$ cat src/rtl/css_pkg.sv
// shared constants and register map for the clocked step sequencer
package css_pkg;

  localparam int NUM_STEPS    = 8;
  localparam int GATE_SAMPLES = 48;

  localparam int STEP_W   = $clog2(NUM_STEPS);
  localparam int GATE_W   = 16;
  localparam int LEVEL_W  = 8;
  localparam int CLK_W    = 12;
  localparam int OFS_W    = 5;
  localparam int DATA_W   = 64;
  localparam int ADDR_W   = 6;
  localparam int REG_IDX_W = 3;

  // register indexes on the configuration port
  localparam logic [REG_IDX_W-1:0] REG_STEP_LEVELS = 3'd0;
  localparam logic [REG_IDX_W-1:0] REG_FORWARD     = 3'd1;
  localparam logic [REG_IDX_W-1:0] REG_START_BASE  = 3'd2;
  localparam logic [REG_IDX_W-1:0] REG_END_BASE    = 3'd3;
  localparam logic [REG_IDX_W-1:0] REG_STRIDE_BASE = 3'd4;
  localparam logic [REG_IDX_W-1:0] REG_DIVIDE_BASE = 3'd5;
  localparam logic [REG_IDX_W-1:0] REG_CLK_HIGH    = 3'd6;
  localparam logic [REG_IDX_W-1:0] REG_CLK_LOW     = 3'd7;

  localparam logic signed [CLK_W-1:0] CLK_HIGH_RESET = 12'sd409;
  localparam logic signed [CLK_W-1:0] CLK_LOW_RESET  = 12'sd20;

endpackage

$ cat src/rtl/clocked_step_sequencer.sv
// clocked step sequencer with schmitt-trigger clock input and clock divider
//
// Input channel (in_*): one audio-rate sample per transfer, a signed 12-bit
// clock code plus four signed 5-bit offsets for start, end, stride and division.
// Result channel (out_*): exactly one result per input sample, in order: held
// step level, gate, current step index and an advanced flag.
// Configuration: APB-style port, 64-bit data, register i at byte address 8*i;
// pready is always high and reads return the register value. The user must write
// registers only while no sample is in flight; the block does not enforce it.
// Throughput: one sample per clock while the receiver does not stall; the input
// register and the result register each hold one sample, and the state update
// sits between them.
// When the receiver stalls, the result register holds its contents, the input
// register fills, and then in_stall rises until the result is taken.
// Reset (rst_n low at a clock edge) empties both registers, loads the register
// defaults and puts the sequencer at step 0, trigger high, gate idle.
module clocked_step_sequencer (
  input  logic                                  clk,
  input  logic                                  rst_n,
  input  logic                                  in_valid,
  output logic                                  in_stall,
  input  logic signed [css_pkg::CLK_W-1:0]      in_clock_sample,
  input  logic signed [css_pkg::OFS_W-1:0]      in_start_offset,
  input  logic signed [css_pkg::OFS_W-1:0]      in_end_offset,
  input  logic signed [css_pkg::OFS_W-1:0]      in_stride_offset,
  input  logic signed [css_pkg::OFS_W-1:0]      in_divide_offset,
  output logic                                  out_valid,
  input  logic                                  out_stall,
  output logic [css_pkg::LEVEL_W-1:0]           out_level_out,
  output logic                                  out_gate_out,
  output logic [2:0]                            out_step_index,
  output logic                                  out_advanced,
  input  logic                                  psel,
  input  logic                                  penable,
  input  logic                                  pwrite,
  input  logic [css_pkg::ADDR_W-1:0]            paddr,
  input  logic [css_pkg::DATA_W-1:0]            pwdata,
  output logic [css_pkg::DATA_W-1:0]            prdata,
  output logic                                  pready
);

  localparam int SW = css_pkg::STEP_W;
  localparam logic signed [6:0] TOP_S = 7'(css_pkg::NUM_STEPS - 1);
  localparam logic [SW-1:0] TOP_U = SW'(css_pkg::NUM_STEPS - 1);

  // configuration registers
  logic [css_pkg::DATA_W-1:0]       step_levels_r;
  logic                             forward_r;
  logic [2:0]                       start_base_r;
  logic [2:0]                       end_base_r;
  logic [2:0]                       stride_base_r;
  logic [3:0]                       divide_base_r;
  logic signed [css_pkg::CLK_W-1:0] clk_high_r;
  logic signed [css_pkg::CLK_W-1:0] clk_low_r;

  logic                             cfg_wr;
  logic [css_pkg::REG_IDX_W-1:0]    cfg_idx;

  // input register
  logic                             s1_valid_r;
  logic signed [css_pkg::CLK_W-1:0] s1_clock_r;
  logic signed [css_pkg::OFS_W-1:0] s1_start_ofs_r;
  logic signed [css_pkg::OFS_W-1:0] s1_end_ofs_r;
  logic signed [css_pkg::OFS_W-1:0] s1_stride_ofs_r;
  logic signed [css_pkg::OFS_W-1:0] s1_divide_ofs_r;

  // sequencer state
  logic [SW-1:0]                    position_r;
  logic [2:0]                       divide_count_r;
  logic                             trigger_high_r;
  logic [css_pkg::GATE_W-1:0]       gate_count_r;
  logic [css_pkg::LEVEL_W-1:0]      held_level_r;

  // result register
  logic                             out_valid_r;
  logic [css_pkg::LEVEL_W-1:0]      out_level_r;
  logic                             out_gate_r;
  logic [2:0]                       out_step_r;
  logic                             out_adv_r;

  logic                             in_load;
  logic                             out_free;
  logic                             s1_fire;

  // next-state values
  logic [SW-1:0]                    position_nxt;
  logic [2:0]                       divide_count_nxt;
  logic                             trigger_high_nxt;
  logic [css_pkg::GATE_W-1:0]       gate_count_nxt;
  logic [css_pkg::LEVEL_W-1:0]      held_level_nxt;
  logic                             gate_nxt;
  logic                             adv_nxt;

  logic                             clk_edge;
  logic signed [6:0]                div_sum;
  logic signed [6:0]                st_sum;
  logic signed [6:0]                en_sum;
  logic signed [6:0]                sd_sum;
  logic [3:0]                       div_lim;
  logic [SW-1:0]                    st_pos;
  logic [SW-1:0]                    en_pos;
  logic [SW-1:0]                    sd_val;
  logic [3:0]                       cnt_inc;
  logic                             cnt_wrap;
  logic [SW:0]                      fwd_sum;
  logic [SW:0]                      bwd_diff;
  logic [SW-1:0]                    step_pos;

  // handshake
  assign out_free = !out_valid_r || !out_stall;
  assign s1_fire  = s1_valid_r && out_free;
  assign in_stall = s1_valid_r && !out_free;
  assign in_load  = in_valid && !in_stall;

  // configuration port
  assign pready  = 1'b1;
  assign cfg_wr  = psel && penable && pwrite;
  assign cfg_idx = paddr[css_pkg::ADDR_W-1:3];

  always_comb begin
    case (cfg_idx)
      css_pkg::REG_STEP_LEVELS: prdata = step_levels_r;
      css_pkg::REG_FORWARD:     prdata = 64'(forward_r);
      css_pkg::REG_START_BASE:  prdata = 64'(start_base_r);
      css_pkg::REG_END_BASE:    prdata = 64'(end_base_r);
      css_pkg::REG_STRIDE_BASE: prdata = 64'(stride_base_r);
      css_pkg::REG_DIVIDE_BASE: prdata = 64'(divide_base_r);
      css_pkg::REG_CLK_HIGH:    prdata = 64'($unsigned(clk_high_r));
      css_pkg::REG_CLK_LOW:     prdata = 64'($unsigned(clk_low_r));
      default:                  prdata = '0;
    endcase
  end

  always_ff @(posedge clk) begin
    if (!rst_n) begin
      step_levels_r <= '0;
      forward_r     <= 1'b1;
      start_base_r  <= 3'd7;
      end_base_r    <= 3'd7;
      stride_base_r <= 3'd1;
      divide_base_r <= 4'd1;
      clk_high_r    <= css_pkg::CLK_HIGH_RESET;
      clk_low_r     <= css_pkg::CLK_LOW_RESET;
    end else if (cfg_wr) begin
      case (cfg_idx)
        css_pkg::REG_STEP_LEVELS: step_levels_r <= pwdata;
        css_pkg::REG_FORWARD:     forward_r     <= pwdata[0];
        css_pkg::REG_START_BASE:  start_base_r  <= pwdata[2:0];
        css_pkg::REG_END_BASE:    end_base_r    <= pwdata[2:0];
        css_pkg::REG_STRIDE_BASE: stride_base_r <= pwdata[2:0];
        css_pkg::REG_DIVIDE_BASE: divide_base_r <= pwdata[3:0];
        css_pkg::REG_CLK_HIGH:    clk_high_r    <= $signed(pwdata[css_pkg::CLK_W-1:0]);
        css_pkg::REG_CLK_LOW:     clk_low_r     <= $signed(pwdata[css_pkg::CLK_W-1:0]);
        default: ;
      endcase
    end
  end

  // input register
  always_ff @(posedge clk) begin
    if (!rst_n) begin
      s1_valid_r <= 1'b0;
    end else if (in_load) begin
      s1_valid_r <= 1'b1;
    end else if (s1_fire) begin
      s1_valid_r <= 1'b0;
    end
  end

  always_ff @(posedge clk) begin
    if (in_load) begin
      s1_clock_r      <= in_clock_sample;
      s1_start_ofs_r  <= in_start_offset;
      s1_end_ofs_r    <= in_end_offset;
      s1_stride_ofs_r <= in_stride_offset;
      s1_divide_ofs_r <= in_divide_offset;
    end
  end

  // per-sample step logic
  always_comb begin
    trigger_high_nxt = trigger_high_r;
    clk_edge         = 1'b0;
    if (trigger_high_r) begin
      if (s1_clock_r <= clk_low_r) trigger_high_nxt = 1'b0;
    end else if (s1_clock_r >= clk_high_r) begin
      trigger_high_nxt = 1'b1;
      clk_edge         = 1'b1;
    end

    // clamped controls
    div_sum = $signed({3'b000, divide_base_r}) + 7'(s1_divide_ofs_r);
    st_sum  = $signed({4'b0000, start_base_r}) + 7'(s1_start_ofs_r);
    en_sum  = $signed({4'b0000, end_base_r}) + 7'(s1_end_ofs_r);
    sd_sum  = $signed({4'b0000, stride_base_r}) + 7'(s1_stride_ofs_r);

    if (div_sum < 7'sd1)      div_lim = 4'd1;
    else if (div_sum > 7'sd8) div_lim = 4'd8;
    else                      div_lim = div_sum[3:0];

    if (st_sum < 7'sd0)       st_pos = '0;
    else if (st_sum > TOP_S)  st_pos = TOP_U;
    else                      st_pos = st_sum[SW-1:0];

    if (en_sum < 7'sd0)       en_pos = '0;
    else if (en_sum > TOP_S)  en_pos = TOP_U;
    else                      en_pos = en_sum[SW-1:0];

    if (sd_sum < 7'sd1)       sd_val = SW'(1);
    else if (sd_sum > TOP_S)  sd_val = TOP_U;
    else                      sd_val = sd_sum[SW-1:0];

    // clock divider
    cnt_inc  = {1'b0, divide_count_r} + 4'd1;
    cnt_wrap = cnt_inc >= div_lim;
    divide_count_nxt = divide_count_r;
    if (clk_edge) divide_count_nxt = cnt_wrap ? 3'd0 : cnt_inc[2:0];
    adv_nxt = clk_edge && cnt_wrap;

    // step movement
    fwd_sum  = {1'b0, position_r} + {1'b0, sd_val};
    bwd_diff = {1'b0, position_r} - {1'b0, sd_val};
    if (forward_r) begin
      if (position_r == en_pos)   step_pos = st_pos;
      else if (fwd_sum > {1'b0, TOP_U}) step_pos = '0;
      else                        step_pos = fwd_sum[SW-1:0];
    end else begin
      if (position_r == st_pos)   step_pos = en_pos;
      else if (bwd_diff[SW])      step_pos = TOP_U;
      else                        step_pos = bwd_diff[SW-1:0];
    end

    position_nxt   = adv_nxt ? step_pos : position_r;
    held_level_nxt = held_level_r;
    if (adv_nxt) begin
      if (32'(step_pos) < 32'd8) held_level_nxt = step_levels_r[8*step_pos +: 8];
      else                       held_level_nxt = '0;
    end

    // gate pulse
    gate_nxt = gate_count_r != '0;
    if (adv_nxt)       gate_count_nxt = css_pkg::GATE_W'(css_pkg::GATE_SAMPLES);
    else if (gate_nxt) gate_count_nxt = gate_count_r - css_pkg::GATE_W'(1);
    else               gate_count_nxt = gate_count_r;
  end

  // sequencer state
  always_ff @(posedge clk) begin
    if (!rst_n) begin
      position_r     <= '0;
      divide_count_r <= '0;
      trigger_high_r <= 1'b1;
      gate_count_r   <= '0;
      held_level_r   <= '0;
    end else if (s1_fire) begin
      position_r     <= position_nxt;
      divide_count_r <= divide_count_nxt;
      trigger_high_r <= trigger_high_nxt;
      gate_count_r   <= gate_count_nxt;
      held_level_r   <= held_level_nxt;
    end
  end

  // result register
  always_ff @(posedge clk) begin
    if (!rst_n) begin
      out_valid_r <= 1'b0;
    end else if (s1_fire) begin
      out_valid_r <= 1'b1;
    end else if (!out_stall) begin
      out_valid_r <= 1'b0;
    end
  end

  always_ff @(posedge clk) begin
    if (s1_fire) begin
      out_level_r <= held_level_nxt;
      out_gate_r  <= gate_nxt;
      out_step_r  <= 3'(position_nxt);
      out_adv_r   <= adv_nxt;
    end
  end

  assign out_valid      = out_valid_r;
  assign out_level_out  = out_level_r;
  assign out_gate_out   = out_gate_r;
  assign out_step_index = out_step_r;
  assign out_advanced   = out_adv_r;

  // a step taken always reloads the gate counter
  a_gate_reload: assert property (@(posedge clk) disable iff (!rst_n)
    (s1_fire && adv_nxt) |=> (gate_count_r == css_pkg::GATE_W'(css_pkg::GATE_SAMPLES)))
    else $error("gate counter not reloaded on step");

  // a pending advanced result implies the trigger is still high
  a_adv_trigger: assert property (@(posedge clk) disable iff (!rst_n)
    (out_valid_r && out_adv_r) |-> trigger_high_r)
    else $error("advanced result without high trigger");

  // the input side only stalls while the input register holds a sample
  a_stall_holds: assert property (@(posedge clk) disable iff (!rst_n)
    in_stall |-> (s1_valid_r && out_valid_r))
    else $error("input stalled with room to accept");

  // held level and output level agree after every sample taken from the input register
  a_level_match: assert property (@(posedge clk) disable iff (!rst_n)
    s1_fire |=> (out_level_r == held_level_r))
    else $error("result level differs from held level");

endmodule
$ cat config.mk
export PLATFORM = sky130hd
export DESIGN_NAME = clocked_step_sequencer
export DESIGN_NICKNAME = d
export VERILOG_FILES = /design/src/rtl/css_pkg.sv /design/src/rtl/clocked_step_sequencer.sv
export SDC_FILE = /design/constraint.sdc
export NUM_CORES = 1
export LEC_CHECK = 0
export BUFFER_PORTS_ARGS = -buffer_cell sky130_fd_sc_hd__buf_2
export CORE_MARGIN = 4
export CORE_UTILIZATION = 60
export CTS_CLUSTER_SIZE = 24
export DETAILED_ROUTE_END_ITERATION = 10
export PLACE_DENSITY = 0.85
export SYNTH_ARGS = -nofsm -noshare
export SYNTH_HDL_FRONTEND = slang
export SYNTH_SLANG_ARGS = --single-unit
$ cat constraint.sdc
create_clock -name clk -period 10.6 [get_ports clk]
set_input_delay 1.06 -clock clk [delete_from_list [all_inputs] [get_ports clk]]
set_output_delay 1.06 -clock clk [all_outputs]
set_load 0.02 [all_outputs]
==> results of run 1 <==
cell usage after synthesis, drive strengths merged, types with 8 or more instances:
| cell type | instances |
|---|---|
| clkbuf | 50 |
| inv | 60 |
| nand2b | 9 |
| nand4 | 9 |
| a21o | 12 |
| o21a | 21 |
| buf | 16 |
| o211a | 10 |
| nor3 | 15 |
| o211ai | 18 |
| dfxtp | 135 |
| mux2i | 32 |
| a21oi | 132 |
| and2 | 54 |
| or2 | 9 |
| edfxtp | 45 |
| xnor2 | 9 |
| nor2b | 14 |
| nor2 | 53 |
| ha | 49 |
| a311oi | 8 |
| nand2 | 238 |
| nand3 | 15 |
| o21ai | 49 |
| mux2 | 27 |
power by group through the flow:
stage	Combinational, mW	Clock (mW)	Sequential, mW
floorplan	0.283	0	0.800
CTS	0.370	0.655	0.791
global placement	0.358	0	0.802
detailed placement	0.366	0	0.806
global route	0.416	0.685	0.797
finish	0.371	0.651	0.792
metal layers:
| metal | global-route usage (%) | vias up | part of all wire (%) |
|---|---|---|---|
| li1 | - | 4475 | - |
| met1 | 36.69 | 4380 | 41 |
| met2 | 46.25 | 388 | 48 |
| met3 | 5.387 | 64 | 7.3 |
| met4 | 10.71 | 0 | 2.9 |
| met5 | 0 | - | 0 |
metrics by stage:
stage | cells | util, %
global placement | 1538 | 67.19
finish | 1570 | 70.88
floorplan | 1193 | -
CTS | 1570 | 70.88
global route | 1570 | 70.88
detailed placement | 1538 | 67.19
cell type report:
class,instances,area [µm²]
clock buffers,22,516.7
clock inverters,10,96.34
fillers,1308,4828
inverters,61,229.0
multi-input cells,886,5610
flip-flops and latches,180,4054
well taps,220,275.3
repair buffers,191,973.4
critical path: stages, from the launching register on:
cell and delay [ps]:
edfxtp_1 400, ha_1 290, a21o_1 230, nand2_1 130
nor2_1 50, a2111oi_0 400, a31oi_1 70, a211o_1 330
ha_1 230, fa_1 480, inv_1 40, a311oi_1 350
nor2_2 100, nand2_2 670, mux2_2 430, a222oi_1 620
nand2_1 140
how the worst max path moves through the flow:
| stage | depth (start not counted) | endpoint | startpoint | slack (ps) |
|---|---|---|---|---|
| after floorplan | 20 | out_level_out[4]$_DFFE_PP_ | s1_divide_ofs_r[0]$_DFFE_PP_ | 6520 |
| after global placement | 15 | out_level_out[5]$_DFFE_PP_ | stride_base_r[0]$_SDFFE_PN1P_ | 5510 |
| after detailed placement | 16 | out_level_out[5]$_DFFE_PP_ | stride_base_r[0]$_SDFFE_PN1P_ | 5400 |
| after CTS | 16 | out_level_out[5]$_DFFE_PP_ | s1_stride_ofs_r[1]$_DFFE_PP_ | 5390 |
| after global routing | 17 | out_level_out[5]$_DFFE_PP_ | stride_base_r[0]$_SDFFE_PN1P_ | 5040 |
| final | 16 | out_level_out[5]$_DFFE_PP_ | s1_stride_ofs_r[1]$_DFFE_PP_ | 5350 |
registers in the layout, indices dropped and copies added, names as in the netlist, 4 cells and up:
| name | count |
|---|---|
| clk_low_r | 12 |
| gate_count_r | 16 |
| out_level_out | 8 |
| step_levels_r | 64 |
| s1_end_ofs_r | 5 |
| s1_stride_ofs_r | 5 |
| s1_clock_r | 12 |
| s1_divide_ofs_r | 5 |
| s1_start_ofs_r | 5 |
| clk_high_r | 12 |
| held_level_r | 8 |
| divide_base_r | 4 |
cells by family (layout without fill, tap and decap cells):
logic type | Yosys count | count (layout) | share of synthesized area (%)
and+or+nand+nor | 446 | 446 | 20.40
AOI/OAI and AO/OA | 310 | 310 | 19.74
DFF | 180 | 180 | 39.82
buffers and inverters | 127 | 284 | 5.223
muxes | 59 | 59 | 6.292
adders and majority gates | 55 | 55 | 7.202
xor gates and xnor gates | 15 | 15 | 1.290
other | 1 | 1 | 0.03683
==> flow_summary_export.csv, run 1 <==
group,metric,value,unit
run_status,status,"completed",
synth,yosys.area.top_type,"dfxtp_1",
placement,dpl.hpwl,19450,µm
clock_tree,ctsLongestPathBuffers,2,
placement,io_buffers,184,
worst_setup_path,required,10770,ps
clock_tree,cts_tree,"built",
floorplan,core_area,16580,µm²
synth,ys_warn_count,0,
worst_setup_path,reg2reg_depth,16,
detailed_routing,via_per_inst,5.928,
layout,num-nets-final,1501,
sta,worst_pin_slew,1136,ps
detailed_routing,wl,27370,µm
clock_tree,clock-sinks,180,
detailed_routing,drt_iter0_drc,992,
placement,dp_worst_setup_slack,5398,ps
layout,drive_above_1_share,19.41,%
grt,antenna_found_initial,0,
clock_tree,cts_resized,0,
synth,synth_top_area_share,26.55,%
layout,area_delta_synth_final,15.46,%
clock_tree,clk_pin_slew_worst_paths,70,ps
detailed_routing,wl_per_cell,17.43,µm
sta,setup_viol,0,
clock_tree,holdBufCountCts,0,
synth,synth_area,10180,µm²
detailed_routing,dr.pass1.iters,8,
power_and_ir_drop,comb_power_share,20.4,%
run,maxCapViolCount,0,
worst_setup_path,rr_startpoint,"s1_stride_ofs_r[1]$_DFFE_PP_",
detailed_routing,final_antenna_net_count,0,
sta,max_freq,190.5,MHz
sta,period_share,49.53,%
clock_tree,post-cts-setup-buffers,0,
sta,min_period,5250,ps
power_and_ir_drop,swShare,30.33,%
layout,antenna_cells,0,
placement,dpl_cell_area,11140,µm²
sta,finalMaxSlewViolations,0,
floorplan,dieArea,19120,µm²
grt,gr-total-overflow,0,
clock_tree,clkLatencyLatePin,440,ps
floorplan,initial_core_util,61.39,%
floorplan,num_io_pins,189,
layout,final_cell_mix,"nand2_1, buf_2, dfxtp_1",
worst_hold_path,hold_path.class,"reg2reg",
worst_setup_path,crit_path_end_kind,"flip-flop",
grt,track_usage,28.03,%
synth,synth-edff-count,45,
sta,slew_headroom,24.17,%
detailed_routing,route.detailed.drc,0,
floorplan,rows,47,
worst_hold_path,min-delay-start,"step_levels_r[21]$_SDFFE_PN0P_",
power_and_ir_drop,clkPwrFrac,35.9,%
worst_setup_path,start_kind,"flip-flop",
placement,gp_congestion,0.9061,
worst_hold_path,holdPathEnd,"step_levels_r[21]$_SDFFE_PN0P_",
synth,netlist_instances,1193,
sta,hold_viol_final,0,
power_and_ir_drop,power_density,154.2,nW/µm²
power_and_ir_drop,p_seq_share,43.7,%
synth,synth_ff_type,"dfxtp_1",
worst_setup_path,critPathKind,"reg2reg",
synth,syn_avg_cell_area,8.534,µm²
power_and_ir_drop,switching_power,0.5499,mW
power_and_ir_drop,p_int,1.263,mW
worst_setup_path,crit_arrival,5420,ps
sta,clock-skew-final,15.52,ps
grt,first_global_vias,8911,
worst_setup_path,cp_max_fo,32,
clock_tree,cts_inserted_buffers,17,
layout,finish.instance_area,11760,µm²
synth,seq_area_frac_synth,39.82,%
sta,fin_setup_tns,0,ps
synth,synth_nets,1357,
synth,synth_seq_cells,180,
synth,synth.distinct_cells,81,
layout,layout_commonest_cell,"nand2_1",
detailed_routing,routed-via-count,9307,
synth,synth_area_leaders,"dfxtp_1, edfxtp_1, nand2_1",
power_and_ir_drop,ir_drop,0.1314,mV
synth,async_flop_share,0,%
sta,whs,463.3,ps
sta,rsz0062_at_grt,"no",
clock_tree,cts.htree.levels,4,
floorplan,die_h,138.3,µm
grt,grt_pass1_wl,44370,µm
worst_setup_path,r2r_end,"out_level_out[5]$_DFFE_PP_",
worst_setup_path,r2r_slack,5350,ps
sta,setup_ws,5350,ps
power_and_ir_drop,cellLeakagePower,4.995,nW
grt,grt_max_degree,65,
clock_tree,root_buffer,"clkbuf_16",
worst_hold_path,min_path_cells,2,
power_and_ir_drop,p_total,1.813,mW
floorplan,die_x,138.3,µm
Power figures use the tool's default switching activity.
==> run 2, diff against run 1 <==
- CORE_UTILIZATION: 60 -> 57
- PLACE_DENSITY: 0.85 -> 0.82
- clock period: 10.6 -> 5.24 ns (I/O delays scaled with it)
==> run 2 against run 1 <==
  * Clock-buffer cell count fell by 4
  * Final cell count rose by 0.89%
  * Critical path depth rose by 1
  * Global-route usage fell by 0.32 points
  * Wire length rose by 2.6%
  * Sequential power rose by 100%
  * Sequential share of layout area fell by 0.19 points
  * Die area rose by 5.0%
  * Core utilization fell by 3.0 points
  * First-iteration DRC count fell by 13%
  * Non-clock buffer count rose by 8
  * Largest power group unchanged
==> flow_summary_export.csv, run 2 (synthesis results as in run 1) <==
group,metric,value,unit
layout,fillers,1389,
floorplan,initial_core_util,58.46,%
sta,hold_viol_final,0,
grt,antenna_found_initial,2,
sta,fin_setup_tns,0,ps
placement,dp_worst_setup_slack,335.0,ps
layout,top_register,"step_levels_r",
run_status,status,"completed",
placement,gp_congestion,0.8918,
clock_tree,cts.htree.levels,4,
worst_setup_path,rr_startpoint,"s1_stride_ofs_r[0]$_DFFE_PP_",
worst_hold_path,hold_path.class,"in2reg",
clock_tree,clk_pin_slew_worst_paths,70,ps
layout,area_delta_synth_final,16.09,%
detailed_routing,route.detailed.drc,0,
detailed_routing,routed-via-count,9420,
detailed_routing,wl,28080,µm
power_and_ir_drop,power_density,310.7,nW/µm²
layout,reg_top3,"step_levels_r: 64 flops, gate_count_r: 16 flops",
layout,largest_reg_flops,64,
grt,gr-total-overflow,0,
floorplan,dieArea,20060,µm²
sta,period_share,92.63,%
grt,grt_pass1_wl,44730,µm
clock_tree,ctsLongestPathBuffers,2,
grt,track_usage,27.71,%
layout,final_cell_mix,"nand2_1, buf_2, dfxtp_1",
floorplan,num_io_pins,189,
worst_setup_path,cp_max_fo,13,
sta,slew_headroom,26.30,%
worst_hold_path,min-delay-start,"in_clock_sample[6]",
run,maxCapViolCount,0,
layout,final_cell_count_no_fill,1584,
sta,finalMaxSlewViolations,0,
clock_tree,clock-sinks,180,
clock_tree,clkLatencyLatePin,440,ps
layout,layout_commonest_cell,"nand2_1",
layout,drive_above_1_share,19.81,%
worst_setup_path,required,5410,ps
clock_tree,holdBufCountCts,0,
power_and_ir_drop,cellLeakagePower,5.017,nW
sta,worst_pin_slew,1101,ps
clock_tree,cts_tree,"built",
placement,io_buffers,184,
grt,grt_max_degree,62,
floorplan,die_h,141.6,µm
worst_setup_path,start_kind,"flip-flop",
clock_tree,cts_inserted_buffers,17,
sta,setup_ws,386.3,ps
worst_setup_path,critPathKind,"reg2reg",
sta,setup_viol,0,
detailed_routing,final_antenna_net_count,0,
detailed_routing,dr.pass1.iters,5,
sta,max_freq,206.0,MHz
sta,clock-skew-final,8.502,ps
detailed_routing,wl_per_cell,17.73,µm
worst_setup_path,crit_path_end_kind,"flip-flop",
sta,min_period,4854,ps
floorplan,rows,48,
clock_tree,root_buffer,"clkbuf_16",
power_and_ir_drop,p_total,3.673,mW
floorplan,core_area,17420,µm²
worst_setup_path,crit_arrival,5020,ps
detailed_routing,via_per_inst,5.947,
power_and_ir_drop,ir_drop,0.4111,mV
sta,rsz0062_at_grt,"no",
placement,dpl.hpwl,20280,µm
grt,first_global_vias,8946,
floorplan,die_x,141.6,µm
placement,dp.cells,1549,
worst_setup_path,startpoint,"s1_stride_ofs_r[0]$_DFFE_PP_",
detailed_routing,drt_iter0_drc,860,
layout,num-nets-final,1509,
[run 2: changes by cell type in the layout (fill, tap and decap cells not counted), moves of 2 or more]
cell / before / now
bufinv_16: 0 / 2
clkbuf_16: 19 / 17
inv_6: 6 / 2
buf_4: 7 / 15
clkbuf_8: 3 / 0
clkinvlp_4: 0 / 2
clkinv_4: 0 / 3
[run 2: layer usage]
layer | part of all wire, % | global-route usage (%) | wire, µm
met1 | 40 | 35.67 | 11370
met2 | 48 | 45.93 | 13490
met3 | 7.7 | 5.730 | 2176
met4 | 3.7 | 10.66 | 1037
met5 | 0.046 | 0 | 13
[run 2: layout make-up]
type                            instances  area (µm²)  share of cell area, %
Inverter                               61       229.0                  1.937
Clock buffer                           18       429.2                  3.631
Tap cell                              225       281.5                  2.382
Antenna cell                            1       2.502                0.02117
Timing Repair Buffer                  199        1033                  8.744
Sequential cell                       180        4054                  34.30
Clock inverter                         14       173.9                  1.472
Multi-Input combinational cell        886        5615                  47.51
[run 2: power by group]
group          internal, mW  switching (mW)
clock                 0.720           0.588
combinational         0.315           0.447
sequential             1.52          0.0771
total                  2.56            1.11
[run 2: metrics by stage]
step	instance area (µm²)	utilization, %	hold WS (ps)
after floorplan	10180	-	436.3
after global placement	11190	64.27	443.7
after detailed placement	11190	64.27	455.4
after CTS	11800	67.73	249.0
after global routing	11820	67.86	243.9
final	11820	67.86	257.6
[run 2: path summary, 6_finish.rpt]
path / endpoint / slack (ps) / cells after the start
hold reg to reg: clk_high_r[2]$_SDFFE_PN0P_ / 460 / 2
hold / removal: s1_clock_r[6]$_DFFE_PP_ / 260 / 1
setup / recovery: out_level_out[5]$_DFFE_PP_ / 390 / 17
setup reg to reg: out_level_out[5]$_DFFE_PP_ / 390 / 17
[run 2: what timing repair did]
action,in CTS,in global routing
hold endpoints to repair,0,0
endpoints found under the setup margin,0,3
gates resized for setup,0,1
setup buffers,0,2
[run 2: worst max-delay path, cell delays in order, from the launching register on]
cell and delay [ps]:
edfxtp_1 380, ha_1 200, inv_1 70, fa_1 260, nand3_1 130, a2111oi_0 450
a31oi_1 80, a211o_1 330, ha_1 230, fa_1 490, inv_1 40, a311oi_1 380
nor2_2 120, nand2_4 210, buf_4 210, mux2_2 350, a222oi_1 530, nand2_1 130
==> run 3, diff against run 2 <==
--- a/config.mk
+++ b/config.mk
@@ -8,3 +8,3 @@
 export BUFFER_PORTS_ARGS = -buffer_cell sky130_fd_sc_hd__buf_2
-export CORE_MARGIN = 4
+export CORE_MARGIN = 2
 export CORE_UTILIZATION = 57
@@ -13,2 +13,3 @@
 export PLACE_DENSITY = 0.82
+export SETUP_SLACK_MARGIN = 0.2
 export SYNTH_ARGS = -nofsm -noshare
--- a/constraint.sdc
+++ b/constraint.sdc
@@ -3,2 +3,2 @@
 set_output_delay 0.524 -clock clk [all_outputs]
-set_load 0.02 [all_outputs]
+set_load 0.01 [all_outputs]
==> run 3 against run 2 <==
  * Final cell count fell by 0.19%
  * Clock skew down 0.73 ps
  * Flip-flop and latch count unchanged
  * Global-route usage is 1.5 points higher
  * Maximum frequency is 0.60% higher
  * Non-clock buffer count decreased by 3
  * Critical path type unchanged
  * Power grew 1.1%
  * Clock-buffer cell count increased by 6
  * Cell area about the same
  * Core utilization is 0.30 points higher
==> flow_summary_export.csv, run 3 (synthesis results as in run 1) <==
group,metric,value,unit
sta,finalMaxSlewViolations,0,
placement,dpl.hpwl,19400,µm
worst_setup_path,crit_buf_inv,3,
sta,min_period,4825,ps
run,maxCapViolCount,0,
layout,largest_reg_flops,64,
floorplan,num_io_pins,189,
floorplan,dieArea,18950,µm²
layout,finish.instance_area,11830,µm²
worst_setup_path,cp_slowest_cell,"a222oi_1",
layout,fillers,1403,
detailed_routing,via_per_inst,5.882,
grt,antenna_found_initial,1,
layout,reg_top3,"step_levels_r: 64 flops, gate_count_r: 16 flops",
layout,final_cell_count_no_fill,1581,
sta,setup_viol,0,
detailed_routing,wl,27790,µm
worst_setup_path,crit_path_cell_trace,"ha_1, inv_1, fa_1, nand3_1, a2111oi_0, a31oi_1, a211o_1, ha_1, fa_1, inv_1, a311oi_1, nor2_2, nand2_2, buf_12, mux2_1, a222oi_1, nand2_1",
sta,clock-skew-final,7.769,ps
floorplan,initial_core_util,58.66,%
sta,max_freq,207.3,MHz
worst_setup_path,crit_arrival,4990,ps
placement,dp.cells,1547,
detailed_routing,routed-via-count,9299,
clock_tree,cts_tree,"built",
worst_setup_path,required,5400,ps
layout,final_cell_mix,"nand2_1, buf_2, dfxtp_1",
detailed_routing,route.detailed.drc,0,
layout,num-nets-final,1506,
placement,gp_congestion,0.8747,
clock_tree,clkLatencyLatePin,430,ps
detailed_routing,drt_iter0_drc,934,
power_and_ir_drop,p_total,3.711,mW
detailed_routing,dr.pass1.iters,6,
detailed_routing,final_antenna_net_count,0,
placement,dpl_cell_area,11190,µm²
clock_tree,ctsLongestPathBuffers,2,
sta,whs,259.0,ps
worst_setup_path,crit_path_end_kind,"flip-flop",
clock_tree,cts_resized,0,
floorplan,core_area,17360,µm²
floorplan,die_x,137.6,µm
layout,area_delta_synth_final,16.20,%
grt,gr-total-overflow,0,
placement,io_buffers,184,
layout,drive_above_1_share,19.63,%
floorplan,rows,48,
power_and_ir_drop,ir_drop,0.2529,mV
clock_tree,root_buffer,"clkbuf_16",
placement,dp_worst_setup_slack,481.7,ps
clock_tree,cts_inserted_buffers,17,
sta,rsz0062_at_grt,"no",
sta,hold_viol_final,0,
clock_tree,cts.htree.levels,4,
worst_setup_path,crit_family,"compound AO/OA/AOI/OAI gates",
floorplan,die_h,137.6,µm
sta,slew_headroom,23.64,%
worst_hold_path,hold_path.class,"in2reg",
layout,fin_util,68.16,%
clock_tree,clock-sinks,180,
run_status,status,"completed",
clock_tree,post-cts-setup-buffers,0,
worst_setup_path,cp_max_fo,32,
worst_setup_path,critPathKind,"reg2reg",
layout,top_register,"step_levels_r",
worst_setup_path,slowest_delay,640,ps
clock_tree,holdBufCountCts,0,
power_and_ir_drop,power_density,313.7,nW/µm²
grt,grt_max_degree,76,
grt,track_usage,29.24,%
power_and_ir_drop,cellLeakagePower,5.030,nW
detailed_routing,wl_per_cell,17.57,µm
sta,worst_pin_slew,1141,ps
grt,grt_pass1_wl,43110,µm
grt,first_global_vias,8649,
sta,setup_ws,415.4,ps
layout,layout_commonest_cell,"nand2_1",
worst_setup_path,start_kind,"flip-flop",
sta,period_share,92.07,%
sta,fin_setup_tns,0,ps
clock_tree,clk_pin_slew_worst_paths,70,ps
-- run 3: where the power goes --
group / switching, mW / total, mW / leakage (nW) / internal, mW
sequential: 0.0725 / 1.60 / 1.53 / 1.52
clock: 0.556 / 1.36 / 0.313 / 0.801
combinational: 0.443 / 0.757 / 3.19 / 0.315
total: 1.07 / 3.71 / 5.03 / 2.64
-- run 3: routing by layer --
metal  track usage (%)  vias to the layer above  part of all wire, %
met2             47.79                      330                   48
met3             5.629                       70                  6.1
li1                  -                     4491                    -
met1             37.63                     4408                   42
met5                 0                        -                    0
met4             12.89                        0                  3.4
-- run 3: final cells by class --
type                    instances  area [µm²]  area share, %
diodes                          1       2.502        0.02115
well taps                     225       281.5          2.380
inverters                      61       229.0          1.935
clock inverters                 8       106.4         0.8990
clock buffers                  24       523.0          4.421
flip-flops and latches        180        4054          34.27
repair buffers                196        1023          8.651
multi-input cells             886        5610          47.42
-- run 3: worst paths after layout --
check,from,cells past startpoint,slack [ps],endpoint
worst max-delay path,s1_stride_ofs_r[0]$_DFFE_PP_,17,420,out_level_out[2]$_DFFE_PP_
worst min-delay path,in_clock_sample[1],1,260,s1_clock_r[1]$_DFFE_PP_
worst max register to register,s1_stride_ofs_r[0]$_DFFE_PP_,17,420,out_level_out[2]$_DFFE_PP_
worst min register to register,step_levels_r[2]$_SDFFE_PN0P_,2,450,step_levels_r[2]$_SDFFE_PN0P_
